===== src/rtl/core/imu_motion_activity_detector_assert.svh =====
// Assertion macros used by the motion activity detector RTL.
`ifndef IMU_MOTION_ACTIVITY_DETECTOR_ASSERT_SVH
`define IMU_MOTION_ACTIVITY_DETECTOR_ASSERT_SVH

// Same-cycle implication, disabled while reset is asserted.
`define IMAD_ASSERT_IMPL(lbl, clk, rstn, ante, cons) \
  lbl: assert property (@(posedge clk) disable iff (!rstn) (ante) |-> (cons)) \
    else $error("imad assertion failed");

// Next-cycle implication, disabled while reset is asserted.
`define IMAD_ASSERT_NEXT(lbl, clk, rstn, ante, cons) \
  lbl: assert property (@(posedge clk) disable iff (!rstn) (ante) |=> (cons)) \
    else $error("imad assertion failed");

`endif


===== src/rtl/core/imad_pkg.sv =====
// Types, constants and helpers for the motion activity detector.
package imad_pkg;

  localparam int AXIS_BITS = 16;
  localparam int SUM_W     = 2 * AXIS_BITS + 2;
  localparam int ROOT_W    = AXIS_BITS + 1;
  localparam int PROD_W    = 2 * AXIS_BITS;
  localparam int REM_W     = ROOT_W + 2;
  localparam int CNT_W     = $clog2(ROOT_W);
  localparam int CHG_W     = 16;
  localparam int CMP_W     = (ROOT_W > CHG_W) ? ROOT_W : CHG_W;
  localparam int LVL_W     = 8;
  localparam int CFG_W     = 16;
  localparam int CFG_IDX_W = 2;
  localparam int N_AXES    = 6;

  localparam logic [CFG_W-1:0] ACC_THR_RST = CFG_W'(500);
  localparam logic [CFG_W-1:0] ROT_THR_RST = CFG_W'(1000);
  localparam logic [LVL_W-1:0] LEVEL_RST   = '0;
  localparam logic [1:0]       SMP_SAT     = 2'd2;
  localparam logic [CHG_W-1:0] CHG_MAX     = '1;

  typedef enum logic [CFG_IDX_W-1:0] {
    CFG_ACC_THR = 2'd0,
    CFG_ROT_THR = 2'd1,
    CFG_LEVEL   = 2'd2
  } cfg_idx_e;

  typedef enum logic [2:0] {
    ST_IDLE,
    ST_SQUARE,
    ST_SUM,
    ST_ROOT,
    ST_UPDATE
  } state_e;

  // Magnitude of a two's complement axis value; the most negative value maps to 2^(N-1).
  function automatic logic [AXIS_BITS-1:0] abs_mag(input logic [AXIS_BITS-1:0] v);
    abs_mag = v[AXIS_BITS-1] ? (~v + AXIS_BITS'(1)) : v;
  endfunction

endpackage


===== src/rtl/core/imu_motion_activity_detector.sv =====
// Motion activity detector top level: serial magnitude engine and window state.
// Each accepted sample passes through bit-serial shift-add squaring of all six
// axes in parallel, a step to sum the squares, AXIS_BITS+1 digit-by-digit
// square-root steps (two roots side by side) and a step to update the window
// before the block can take the next one. in_stall_o stays high while a sample
// is in flight. A report is emitted only for a sample marked window_end; it sits
// in an output register, and the next sample is accepted while it waits. A later
// sample that also closes a window holds in its update step until that report
// has been taken.
`include "imu_motion_activity_detector_assert.svh"

module imu_motion_activity_detector
  import imad_pkg::*;
(
  input  logic                 clk_i,
  input  logic                 rst_ni,
  input  logic                 in_valid_i,
  output logic                 in_stall_o,
  input  logic [AXIS_BITS-1:0] acc_x_i,
  input  logic [AXIS_BITS-1:0] acc_y_i,
  input  logic [AXIS_BITS-1:0] acc_z_i,
  input  logic [AXIS_BITS-1:0] rot_x_i,
  input  logic [AXIS_BITS-1:0] rot_y_i,
  input  logic [AXIS_BITS-1:0] rot_z_i,
  input  logic                 window_end_i,
  output logic                 out_valid_o,
  input  logic                 out_stall_i,
  output logic                 activity_o,
  output logic [CHG_W-1:0]     acc_change_o,
  output logic [CHG_W-1:0]     rot_change_o,
  output logic [LVL_W-1:0]     level_out_o,
  output logic [CFG_W-1:0]     acc_limit_out_o,
  output logic [CFG_W-1:0]     rot_limit_out_o,
  input  logic                 cfg_we_i,
  input  logic [CFG_IDX_W-1:0] cfg_idx_i,
  input  logic [CFG_W-1:0]     cfg_data_i
);

  state_e             state_q, state_d;
  logic [CNT_W-1:0]   cnt_q, cnt_d;

  logic [AXIS_BITS-1:0] mcand_q  [N_AXES];
  logic [AXIS_BITS-1:0] mplier_q [N_AXES];
  logic [PROD_W-1:0]    prod_q   [N_AXES];
  logic [AXIS_BITS-1:0] mcand_d  [N_AXES];
  logic [AXIS_BITS-1:0] mplier_d [N_AXES];
  logic [PROD_W-1:0]    prod_d   [N_AXES];
  logic [AXIS_BITS-1:0] axis_in  [N_AXES];

  logic [SUM_W-1:0]  rad_q  [2];
  logic [REM_W-1:0]  rem_q  [2];
  logic [ROOT_W-1:0] root_q [2];
  logic [SUM_W-1:0]  rad_d  [2];
  logic [REM_W-1:0]  rem_d  [2];
  logic [ROOT_W-1:0] root_d [2];

  logic wend_q;

  logic [1:0]        smp_cnt_q, smp_cnt_d;
  logic [ROOT_W-1:0] prev_acc_q, prev_acc_d;
  logic [ROOT_W-1:0] prev_rot_q, prev_rot_d;
  logic              act_flag_q, act_flag_d;
  logic [CHG_W-1:0]  last_acc_q, last_acc_d;
  logic [CHG_W-1:0]  last_rot_q, last_rot_d;

  logic [CFG_W-1:0] acc_thr_q, rot_thr_q;
  logic [LVL_W-1:0] level_q;

  logic              out_valid_q, out_valid_d;
  logic              out_act_q;
  logic [CHG_W-1:0]  out_acc_chg_q, out_rot_chg_q;
  logic [LVL_W-1:0]  out_level_q;
  logic [CFG_W-1:0]  out_acc_lim_q, out_rot_lim_q;

  logic in_acc, do_load, do_square, do_sum, do_root, do_update, do_report;
  logic out_blocked;

  logic [ROOT_W-1:0] da, dr;
  logic [CMP_W-1:0]  da_w, dr_w;
  logic [CHG_W-1:0]  da_sat, dr_sat;
  logic              hit;

  logic              rep_act;
  logic [CHG_W-1:0]  rep_acc, rep_rot;

  assign in_acc      = in_valid_i && !in_stall_o;
  assign out_blocked = out_valid_q && out_stall_i;

  assign axis_in[0] = acc_x_i;
  assign axis_in[1] = acc_y_i;
  assign axis_in[2] = acc_z_i;
  assign axis_in[3] = rot_x_i;
  assign axis_in[4] = rot_y_i;
  assign axis_in[5] = rot_z_i;

  // Sequencer
  always_comb begin
    state_d    = state_q;
    cnt_d      = cnt_q;
    in_stall_o = 1'b1;
    do_load    = 1'b0;
    do_square  = 1'b0;
    do_sum     = 1'b0;
    do_root    = 1'b0;
    do_update  = 1'b0;
    case (state_q)
      ST_IDLE: begin
        in_stall_o = 1'b0;
        if (in_valid_i) begin
          do_load = 1'b1;
          cnt_d   = '0;
          state_d = ST_SQUARE;
        end
      end
      ST_SQUARE: begin
        do_square = 1'b1;
        if (cnt_q == CNT_W'(AXIS_BITS - 1)) begin
          state_d = ST_SUM;
        end else begin
          cnt_d = cnt_q + CNT_W'(1);
        end
      end
      ST_SUM: begin
        do_sum  = 1'b1;
        cnt_d   = '0;
        state_d = ST_ROOT;
      end
      ST_ROOT: begin
        do_root = 1'b1;
        if (cnt_q == CNT_W'(ROOT_W - 1)) begin
          state_d = ST_UPDATE;
        end else begin
          cnt_d = cnt_q + CNT_W'(1);
        end
      end
      ST_UPDATE: begin
        // hold while a report is still waiting and this sample closes a window
        if (!(wend_q && out_blocked)) begin
          do_update = 1'b1;
          state_d   = ST_IDLE;
        end
      end
      default: begin
        state_d = ST_IDLE;
      end
    endcase
  end

  assign do_report = do_update && wend_q;

  // Bit-serial squaring, MSB of the multiplier first
  always_comb begin
    for (int k = 0; k < N_AXES; k++) begin
      mcand_d[k]  = mcand_q[k];
      mplier_d[k] = mplier_q[k];
      prod_d[k]   = prod_q[k];
      if (do_load) begin
        mcand_d[k]  = abs_mag(axis_in[k]);
        mplier_d[k] = abs_mag(axis_in[k]);
        prod_d[k]   = '0;
      end else if (do_square) begin
        mplier_d[k] = {mplier_q[k][AXIS_BITS-2:0], 1'b0};
        prod_d[k]   = {prod_q[k][PROD_W-2:0], 1'b0}
                      + (mplier_q[k][AXIS_BITS-1] ? PROD_W'(mcand_q[k]) : '0);
      end
    end
  end

  // Digit-by-digit square root, two radicand bits per step
  always_comb begin
    logic [REM_W-1:0] rem_sh;
    logic [REM_W-1:0] trial;
    for (int v = 0; v < 2; v++) begin
      rad_d[v]  = rad_q[v];
      rem_d[v]  = rem_q[v];
      root_d[v] = root_q[v];
      rem_sh    = {rem_q[v][REM_W-3:0], rad_q[v][SUM_W-1:SUM_W-2]};
      trial     = {root_q[v], 2'b01};
      if (do_sum) begin
        rad_d[v]  = SUM_W'(prod_q[3*v]) + SUM_W'(prod_q[3*v+1]) + SUM_W'(prod_q[3*v+2]);
        rem_d[v]  = '0;
        root_d[v] = '0;
      end else if (do_root) begin
        rad_d[v] = {rad_q[v][SUM_W-3:0], 2'b00};
        if (rem_sh >= trial) begin
          rem_d[v]  = rem_sh - trial;
          root_d[v] = {root_q[v][ROOT_W-2:0], 1'b1};
        end else begin
          rem_d[v]  = rem_sh;
          root_d[v] = {root_q[v][ROOT_W-2:0], 1'b0};
        end
      end
    end
  end

  // Window update
  always_comb begin
    da     = (root_q[0] >= prev_acc_q) ? (root_q[0] - prev_acc_q) : (prev_acc_q - root_q[0]);
    dr     = (root_q[1] >= prev_rot_q) ? (root_q[1] - prev_rot_q) : (prev_rot_q - root_q[1]);
    da_w   = CMP_W'(da);
    dr_w   = CMP_W'(dr);
    da_sat = (da_w > CMP_W'(CHG_MAX)) ? CHG_MAX : da_w[CHG_W-1:0];
    dr_sat = (dr_w > CMP_W'(CHG_MAX)) ? CHG_MAX : dr_w[CHG_W-1:0];
    hit    = (da_w > CMP_W'(acc_thr_q)) || (dr_w > CMP_W'(rot_thr_q));

    smp_cnt_d  = smp_cnt_q;
    prev_acc_d = prev_acc_q;
    prev_rot_d = prev_rot_q;
    act_flag_d = act_flag_q;
    last_acc_d = last_acc_q;
    last_rot_d = last_rot_q;
    if (do_update) begin
      if (smp_cnt_q == SMP_SAT) begin
        act_flag_d = act_flag_q || hit;
        last_acc_d = da_sat;
        last_rot_d = dr_sat;
      end else begin
        smp_cnt_d = smp_cnt_q + 2'd1;
      end
      prev_acc_d = root_q[0];
      prev_rot_d = root_q[1];
      // drop all window history once the report is issued
      if (wend_q) begin
        smp_cnt_d  = '0;
        prev_acc_d = '0;
        prev_rot_d = '0;
        act_flag_d = 1'b0;
        last_acc_d = '0;
        last_rot_d = '0;
      end
    end
  end

  // the report takes the window values before they are cleared
  always_comb begin
    if (smp_cnt_q == SMP_SAT) begin
      rep_act = act_flag_q || hit;
      rep_acc = da_sat;
      rep_rot = dr_sat;
    end else begin
      rep_act = act_flag_q;
      rep_acc = last_acc_q;
      rep_rot = last_rot_q;
    end
  end

  assign out_valid_d = out_blocked || do_report;

  always_ff @(posedge clk_i or negedge rst_ni) begin
    if (!rst_ni) begin
      state_q     <= ST_IDLE;
      cnt_q       <= '0;
      smp_cnt_q   <= '0;
      prev_acc_q  <= '0;
      prev_rot_q  <= '0;
      act_flag_q  <= 1'b0;
      last_acc_q  <= '0;
      last_rot_q  <= '0;
      acc_thr_q   <= ACC_THR_RST;
      rot_thr_q   <= ROT_THR_RST;
      level_q     <= LEVEL_RST;
      out_valid_q <= 1'b0;
    end else begin
      state_q     <= state_d;
      cnt_q       <= cnt_d;
      smp_cnt_q   <= smp_cnt_d;
      prev_acc_q  <= prev_acc_d;
      prev_rot_q  <= prev_rot_d;
      act_flag_q  <= act_flag_d;
      last_acc_q  <= last_acc_d;
      last_rot_q  <= last_rot_d;
      out_valid_q <= out_valid_d;
      if (cfg_we_i) begin
        case (cfg_idx_i)
          CFG_ACC_THR: acc_thr_q <= cfg_data_i;
          CFG_ROT_THR: rot_thr_q <= cfg_data_i;
          CFG_LEVEL:   level_q   <= cfg_data_i[LVL_W-1:0];
          default: begin
          end
        endcase
      end
    end
  end

  always_ff @(posedge clk_i) begin
    for (int k = 0; k < N_AXES; k++) begin
      mcand_q[k]  <= mcand_d[k];
      mplier_q[k] <= mplier_d[k];
      prod_q[k]   <= prod_d[k];
    end
    for (int v = 0; v < 2; v++) begin
      rad_q[v]  <= rad_d[v];
      rem_q[v]  <= rem_d[v];
      root_q[v] <= root_d[v];
    end
    if (in_acc) begin
      wend_q <= window_end_i;
    end
    if (do_report) begin
      out_act_q     <= rep_act;
      out_acc_chg_q <= rep_acc;
      out_rot_chg_q <= rep_rot;
      out_level_q   <= level_q;
      out_acc_lim_q <= acc_thr_q;
      out_rot_lim_q <= rot_thr_q;
    end
  end

  assign out_valid_o     = out_valid_q;
  assign activity_o      = out_act_q;
  assign acc_change_o    = out_acc_chg_q;
  assign rot_change_o    = out_rot_chg_q;
  assign level_out_o     = out_level_q;
  assign acc_limit_out_o = out_acc_lim_q;
  assign rot_limit_out_o = out_rot_lim_q;

  `IMAD_ASSERT_NEXT(a_accept_starts_square, clk_i, rst_ni, in_acc, (state_q == ST_SQUARE) && (cnt_q == '0))
  `IMAD_ASSERT_IMPL(a_report_from_update, clk_i, rst_ni, $rose(out_valid_q), $past((state_q == ST_UPDATE) && wend_q))
  `IMAD_ASSERT_IMPL(a_flag_needs_history, clk_i, rst_ni, $rose(act_flag_q), $past(smp_cnt_q) == SMP_SAT)
  `IMAD_ASSERT_NEXT(a_window_cleared, clk_i, rst_ni, do_report, (smp_cnt_q == '0) && !act_flag_q)

endmodule

===== config.mk =====
export PLATFORM = sky130hd
export DESIGN_NAME = imu_motion_activity_detector
export DESIGN_NICKNAME = d
export VERILOG_FILES = /design/src/rtl/core/imad_pkg.sv /design/src/rtl/core/imu_motion_activity_detector.sv
export VERILOG_INCLUDE_DIRS = /design/src /design/src/rtl/core
export SDC_FILE = /design/constraint.sdc
export NUM_CORES = 2
export LEC_CHECK = 0
export BUFFER_PORTS_ARGS = -buffer_cell sky130_fd_sc_hd__buf_2
export CAP_MARGIN = 20
export CORE_UTILIZATION = 40
export CTS_BUF_LIST = sky130_fd_sc_hd__clkbuf_4
export CTS_CLUSTER_DIAMETER = 40
export DETAILED_ROUTE_END_ITERATION = 8
export SETUP_SLACK_MARGIN = 0.2
export SYNTH_ARGS = -nofsm -noshare
export SYNTH_HDL_FRONTEND = slang
export SYNTH_SLANG_ARGS = --single-unit

===== constraint.sdc =====
create_clock -name clk_i -period 5.3 [get_ports clk_i]
set_input_delay 0.795 -clock clk_i [delete_from_list [all_inputs] [get_ports clk_i]]
set_output_delay 0.795 -clock clk_i [all_outputs]
set_load 0.02 [all_outputs]

=== Word level (Yosys, flattened, before mapping) ===
Memories as Yosys holds them, arrays and structs flattened.
Index checks and enable logic that the tools add are counted.

* Word-level logic and storage cells: 184
* Register bits: 192
* Memories: 6
* Memory bits (writable): 524
* ROM bits: 0
* Input port bits: 120
* Latch bits: 0
* Output and inout bits: 75

{| class="wikitable"
|+ Memory list
! name !! depth !! width !! rd ports !! clocked after Yosys merged registers in !! write ports !! RTL line !! RTL
|-
| prod_q || 6 || 32 || 6 || 0 || 6 || imu_motion_activity_detector.sv:44 || <nowiki>logic [PROD_W-1:0] prod_q [N_AXES];</nowiki>
|-
| mcand_q || 6 || 16 || 6 || 0 || 6 || imu_motion_activity_detector.sv:42 || <nowiki>logic [AXIS_BITS-1:0] mcand_q [N_AXES];</nowiki>
|-
| mplier_q || 6 || 16 || 6 || 0 || 6 || imu_motion_activity_detector.sv:43 || <nowiki>logic [AXIS_BITS-1:0] mplier_q [N_AXES];</nowiki>
|-
| rad_q || 2 || 34 || 2 || 0 || 2 || imu_motion_activity_detector.sv:50 || <nowiki>logic [SUM_W-1:0] rad_q [2];</nowiki>
|-
| rem_q || 2 || 19 || 2 || 0 || 2 || imu_motion_activity_detector.sv:51 || <nowiki>logic [REM_W-1:0] rem_q [2];</nowiki>
|-
| root_q || 2 || 17 || 2 || 0 || 2 || imu_motion_activity_detector.sv:52 || <nowiki>logic [ROOT_W-1:0] root_q [2];</nowiki>
|}

* Reductions and logical operators: 16
* Add/subtract/negate cells: 24
* Divide/modulo/power cells: 0
* Shift-type cells: 0
* Equal/unequal tests: 16
* Mux-type cells: 89
* Multipliers: 0
* Bitwise operators: 6
* Order comparisons: 8

{| class="wikitable"
|+ Operators with widths
! cell !! number
|-
| 2-to-1 mux 16 bit || 36
|-
| 2-to-1 mux 32 bit || 12
|-
| adder 32 x 16 -> 32 bit || 6
|-
| 2-to-1 mux 17 bit || 8
|-
| 2-to-1 mux 34 bit || 4
|-
| 2-to-1 mux 19 bit || 6
|-
| adder 16 x 1 -> 16 bit (second input constant) || 6
|-
| NOT 16 bit || 6
|-
| adder 33 x 32 -> 34 bit || 2
|-
| subtractor 17 bit || 4
|-
| adder 32 x 32 -> 33 bit || 2
|-
| greater-or-equal comparator 19 bit || 2
|-
| subtractor 19 bit || 2
|-
| greater-or-equal comparator 17 bit || 2
|-
| > comparator 17 x 16 -> 1 bit || 2
|-
| > comparator 17 x 16 -> 1 bit (second input constant) || 2
|-
| case mux 5 bit (4 select lines) || 1
|-
| 2-to-1 mux 5 bit || 3
|-
| case mux 3 bit (5 select lines) || 1
|-
| != test 2 bit (second input constant) || 7
|-
| 2-to-1 mux 1 bit || 12
|-
| 2-to-1 mux 3 bit || 4
|-
| AND reduction 2 bit || 4
|-
| AND reduction 4 bit || 2
|-
| 15 further kinds || 23
|}

=== Longest topological paths before layout ===
An unclocked memory read counts as a cell.

* Depth after elaboration: 8
* Depth in mapped cells: 23
* Gate-level depth less buffers: 21

=== Worst setup path before layout ===
No wires, ideal clock.

* Kind: reg-to-reg
* From: register state_q[1] (netlist name)
* To: memory mcand_q[0][0] (enable)
* Setup time: 0.499 ns
* Buffers on the path: 4
* Required time: 4.801 ns
* Clock period less this slack: 4.959 ns
* Cell stages (with the launch flop): 8
* Arrival time: 4.460 ns
* Slack: 0.341 ns
* Cell sequence: dfrtp_1 > clkbuf_1 > nor3_1 > nand2_1 > inv_1 > clkbuf_1 > clkbuf_1 > clkbuf_1

{| class="wikitable"
|+ RTL lines
! element !! RTL line
|-
| end, declared || imu_motion_activity_detector.sv:42
|}

==> qor.txt <==
======================================================================================
Number of nets at the end of the flow                                            5,326
Post-synthesis cell count                                                        4,488
Clock H-tree levels                                                                  4
Number of global-route vias before repair                                       32,400
Setup Total Neg Slack                                                             0 ns
CTS tree                                                                         built
Sinks on the clock net                                                             712
TritonCTS buffer count                                                             195
Area growth, synth to finish                                                     14.3%
Data required, critical path                                                   6.10 ns
Routed length per placed instance                                              15.6 µm
Most frequent cells in the layout                                         nand2_1, o21ai_0, edfxtp_1
Total routed wirelength                                                        99.7 mm
Worst slew margin relative to its limit                                          24.3%
Iter 0 DRT Violations                                                            1,775
Share of synthesized flip-flops with an asynchronous set or reset                16.6%
Skew final                                                                   0.0835 ns
Achievable clock frequency                                                   0.211 GHz
Sequential-to-total area share from yosys stat                                   42.6%
Violated checks                                                                    DRC
Routability congestion estimate                                                  0.877
Core Region                                                                  0.106 mm²
Commonest non-fill, non-tap cell in the layout                                 nand2_1
Kind of start point of the critical path                                          flop
Startpoint of the most critical hold path                                  acc_y_i[13]
Number of warning messages in the yosys log                                          0
Yosys cell types                                                                   103
Launch point of the worst reg-to-reg path                                 root_q[0][0]
Number of vias in the routed layout                                             33,300
Final-layout fill cell count                                                    10,200
EDFF count, synth                                                                  334
Maximum fanout count along the critical path                                         5
Number of cells on the worst hold path                                               2
Count of endpoints failing setup in the final report                                 0
Boundary pin count                                                                 195
Total track usage                                                                18.4%
Input/output buffers                                                               194
Count of final max-slew check failures                                               0
Final period demand of the worst path                                          4.73 ns
Via density                                                                       5.20
Top_reg_cell synth                                                            edfxtp_1
Summed instance area of the synthesized netlist                             0.0428 mm²
Number of nets still failing antenna checks after routing                            0
Max Root-Sink Buffers                                                                3
Initial antenna violation count                                                      3
Maximum number of pins on one net before global-route repair                       230
Hold/Removal Path Class                                                      in -> reg
Number of standard-cell rows in the floorplan                                      119
Net count of the mapped netlist                                                  4,982
Endpoints failing hold                                                               0
Max-capacitance violation count                                                      0
Nature of the critical path endpoint                                              flop
Share of the cycle needed by the critical path after routing                     89.3%
Utilization after layout                                                         46.2%
Clock slew at the register clock pins of the worst setup and hold paths        0.07 ns
Number of design rule violations left after detail routing                          48
Hold Crit Endpoint                                                        mcand_q[1][13]
Worst Reg2Reg Path Length in Cells                                                  19
Skew-Pair Late Insertion Delay                                                 1.14 ns
Die outline area                                                             0.108 mm²
Die outline height                                                              329 µm
Placed cell count                                                                5,921
Share of final-layout standard cells stronger than drive strength 1              13.7%
Die Width                                                                       329 µm
Root buffer selected by CTS                                                   clkbuf_4
Initial core utilization                                                         40.5%
Number of synthesized register bits                                                712
Data arrival time of the critical path                                         5.53 ns
Mean instance size in the synthesized netlist                                 9.53 µm²
Worst reg2reg path endpoint                                                 activity_o
Outcome                                                                   complete, but fails checks
RSZ-0062 raised after global routing                                                no
Kind of critical path                                                       reg -> reg
GRT overflow                                                                         0
Transition at the pin with the smallest max-transition slack                   1.12 ns
R2r setup slk                                                                  0.57 ns
First-pass GRT wire length                                                      163 mm
Non-filler instance count after layout                                           6,401
DP Wirelength                                                                  71.0 mm
Initial DRT Pass Iterations                                                          7
======================================================================================
==> critical path, stage by stage, from the launching register on <==
cell	delay (ns)
dfxtp_1	0.32
inv_1	0.14
ha_1	0.18
inv_1	0.06
fa_1	0.41
a211oi_2	0.24
o211ai_1	0.18
a41oi_2	0.23
nor2b_1	0.08
nor3_2	0.15
nor2_1	0.07
mux2_4	0.29
a2111o_1	0.43
and3_1	0.23
ha_1	0.33
a2111oi_2	0.32
o211ai_1	0.20
a221oi_2	0.27
nand2_1	0.11
a21o_1	0.20
==> synth_stat cells (76+ instances only) <==
cell        n  area [µm²]
nand2_1   680        2550
o21ai_0   369        1850
edfxtp_1  334       10000
ha_1      298        3730
dfxtp_1   260        5200
inv_1     228         856
nor2_1    209         785
a21oi_1   198         991
xnor2_1   184        1610
xor2_1    162        1420
clkbuf_1  145         544
nand3_1   135         676
a21o_1    117         878
dfrtp_1   106        2650
and2_1    101         632
o22ai_1    77         482
fa_1       76        1520
==> layout make-up <==
| cell class | instances | area [µm²] | share of cell area, % |
|---|---|---|---|
| multi-input combinational | 3362 | 23000 | 47.1 |
| clock buffer | 316 | 2370 | 4.85 |
| clock inverter | 50 | 294 | 0.602 |
| tap | 1391 | 1740 | 3.56 |
| timing repair buffer | 332 | 2330 | 4.77 |
| antenna | 9 | 22.5 | 0.0461 |
| sequential | 712 | 18200 | 37.3 |
| inverter | 229 | 872 | 1.78 |
==> flip-flops by register name, summed over array words and instances, names as in the netlist, 17 cells and up <==
register and flops:
rad_q 68, prev_acc_q 17, mplier_q 96, root_q 34, mcand_q 96, prod_q 192, rem_q 34, prev_rot_q 17
==> routing by layer <==
metal  routed length (µm)  global-route usage, %  vias up
li1                     -                      -    16800
met1                47500                   24.4    15600
met2                46400                   30.3      665
met3                 3940                   2.97      147
met4                 1910                   6.12        0
met5                    0                      0        -
==> cells by family (layout without fill, tap and decap cells) <==
logic type	Yosys count	after routing	share of synthesized area, %
and+or+nand+nor	1417	1417	15.2
AOI/OAI and AO/OA	1131	1131	16.7
DFF	712	712	42.6
buffers and inverters	414	927	3.74
adders and majority gates	374	374	12.3
xor gates and xnor gates	348	348	7.19
muxes	92	92	2.31
other	0	9	0
==> stage by stage <==
step	area, µm²	worst slack [ns]	hold slack, ns
CTS	48800	0.445	0.00561
finish	48900	0.570	0.140
detailed placement	45100	0.528	0.429
global route	48900	0.271	0.0408
global placement	45100	0.654	0.425
floorplan	42800	0.341	0.419
==> worst max-delay path by stage <==
stage	from	depth (start not counted)	end
detailed placement	root_q[0][0]	19	activity_o
finish	root_q[0][0]	19	activity_o
global route	root_q[0][0]	19	activity_o
CTS	root_q[0][0]	19	activity_o
floorplan	state_q[1]	7	mcand_q[0][0]
global placement	root_q[0][0]	19	activity_o
==> what timing repair did <==
item,4_1_cts,5_1_grt
endpoints found under the hold margin,181,0
gates resized for setup,0,3
hold buffers,103,0
endpoints found under the setup margin,0,1
buffers inserted,0,0
Power is left out: the tool's default activity adds up to more than one toggle a clock period on the data nets, which glitch-free logic cannot reach.
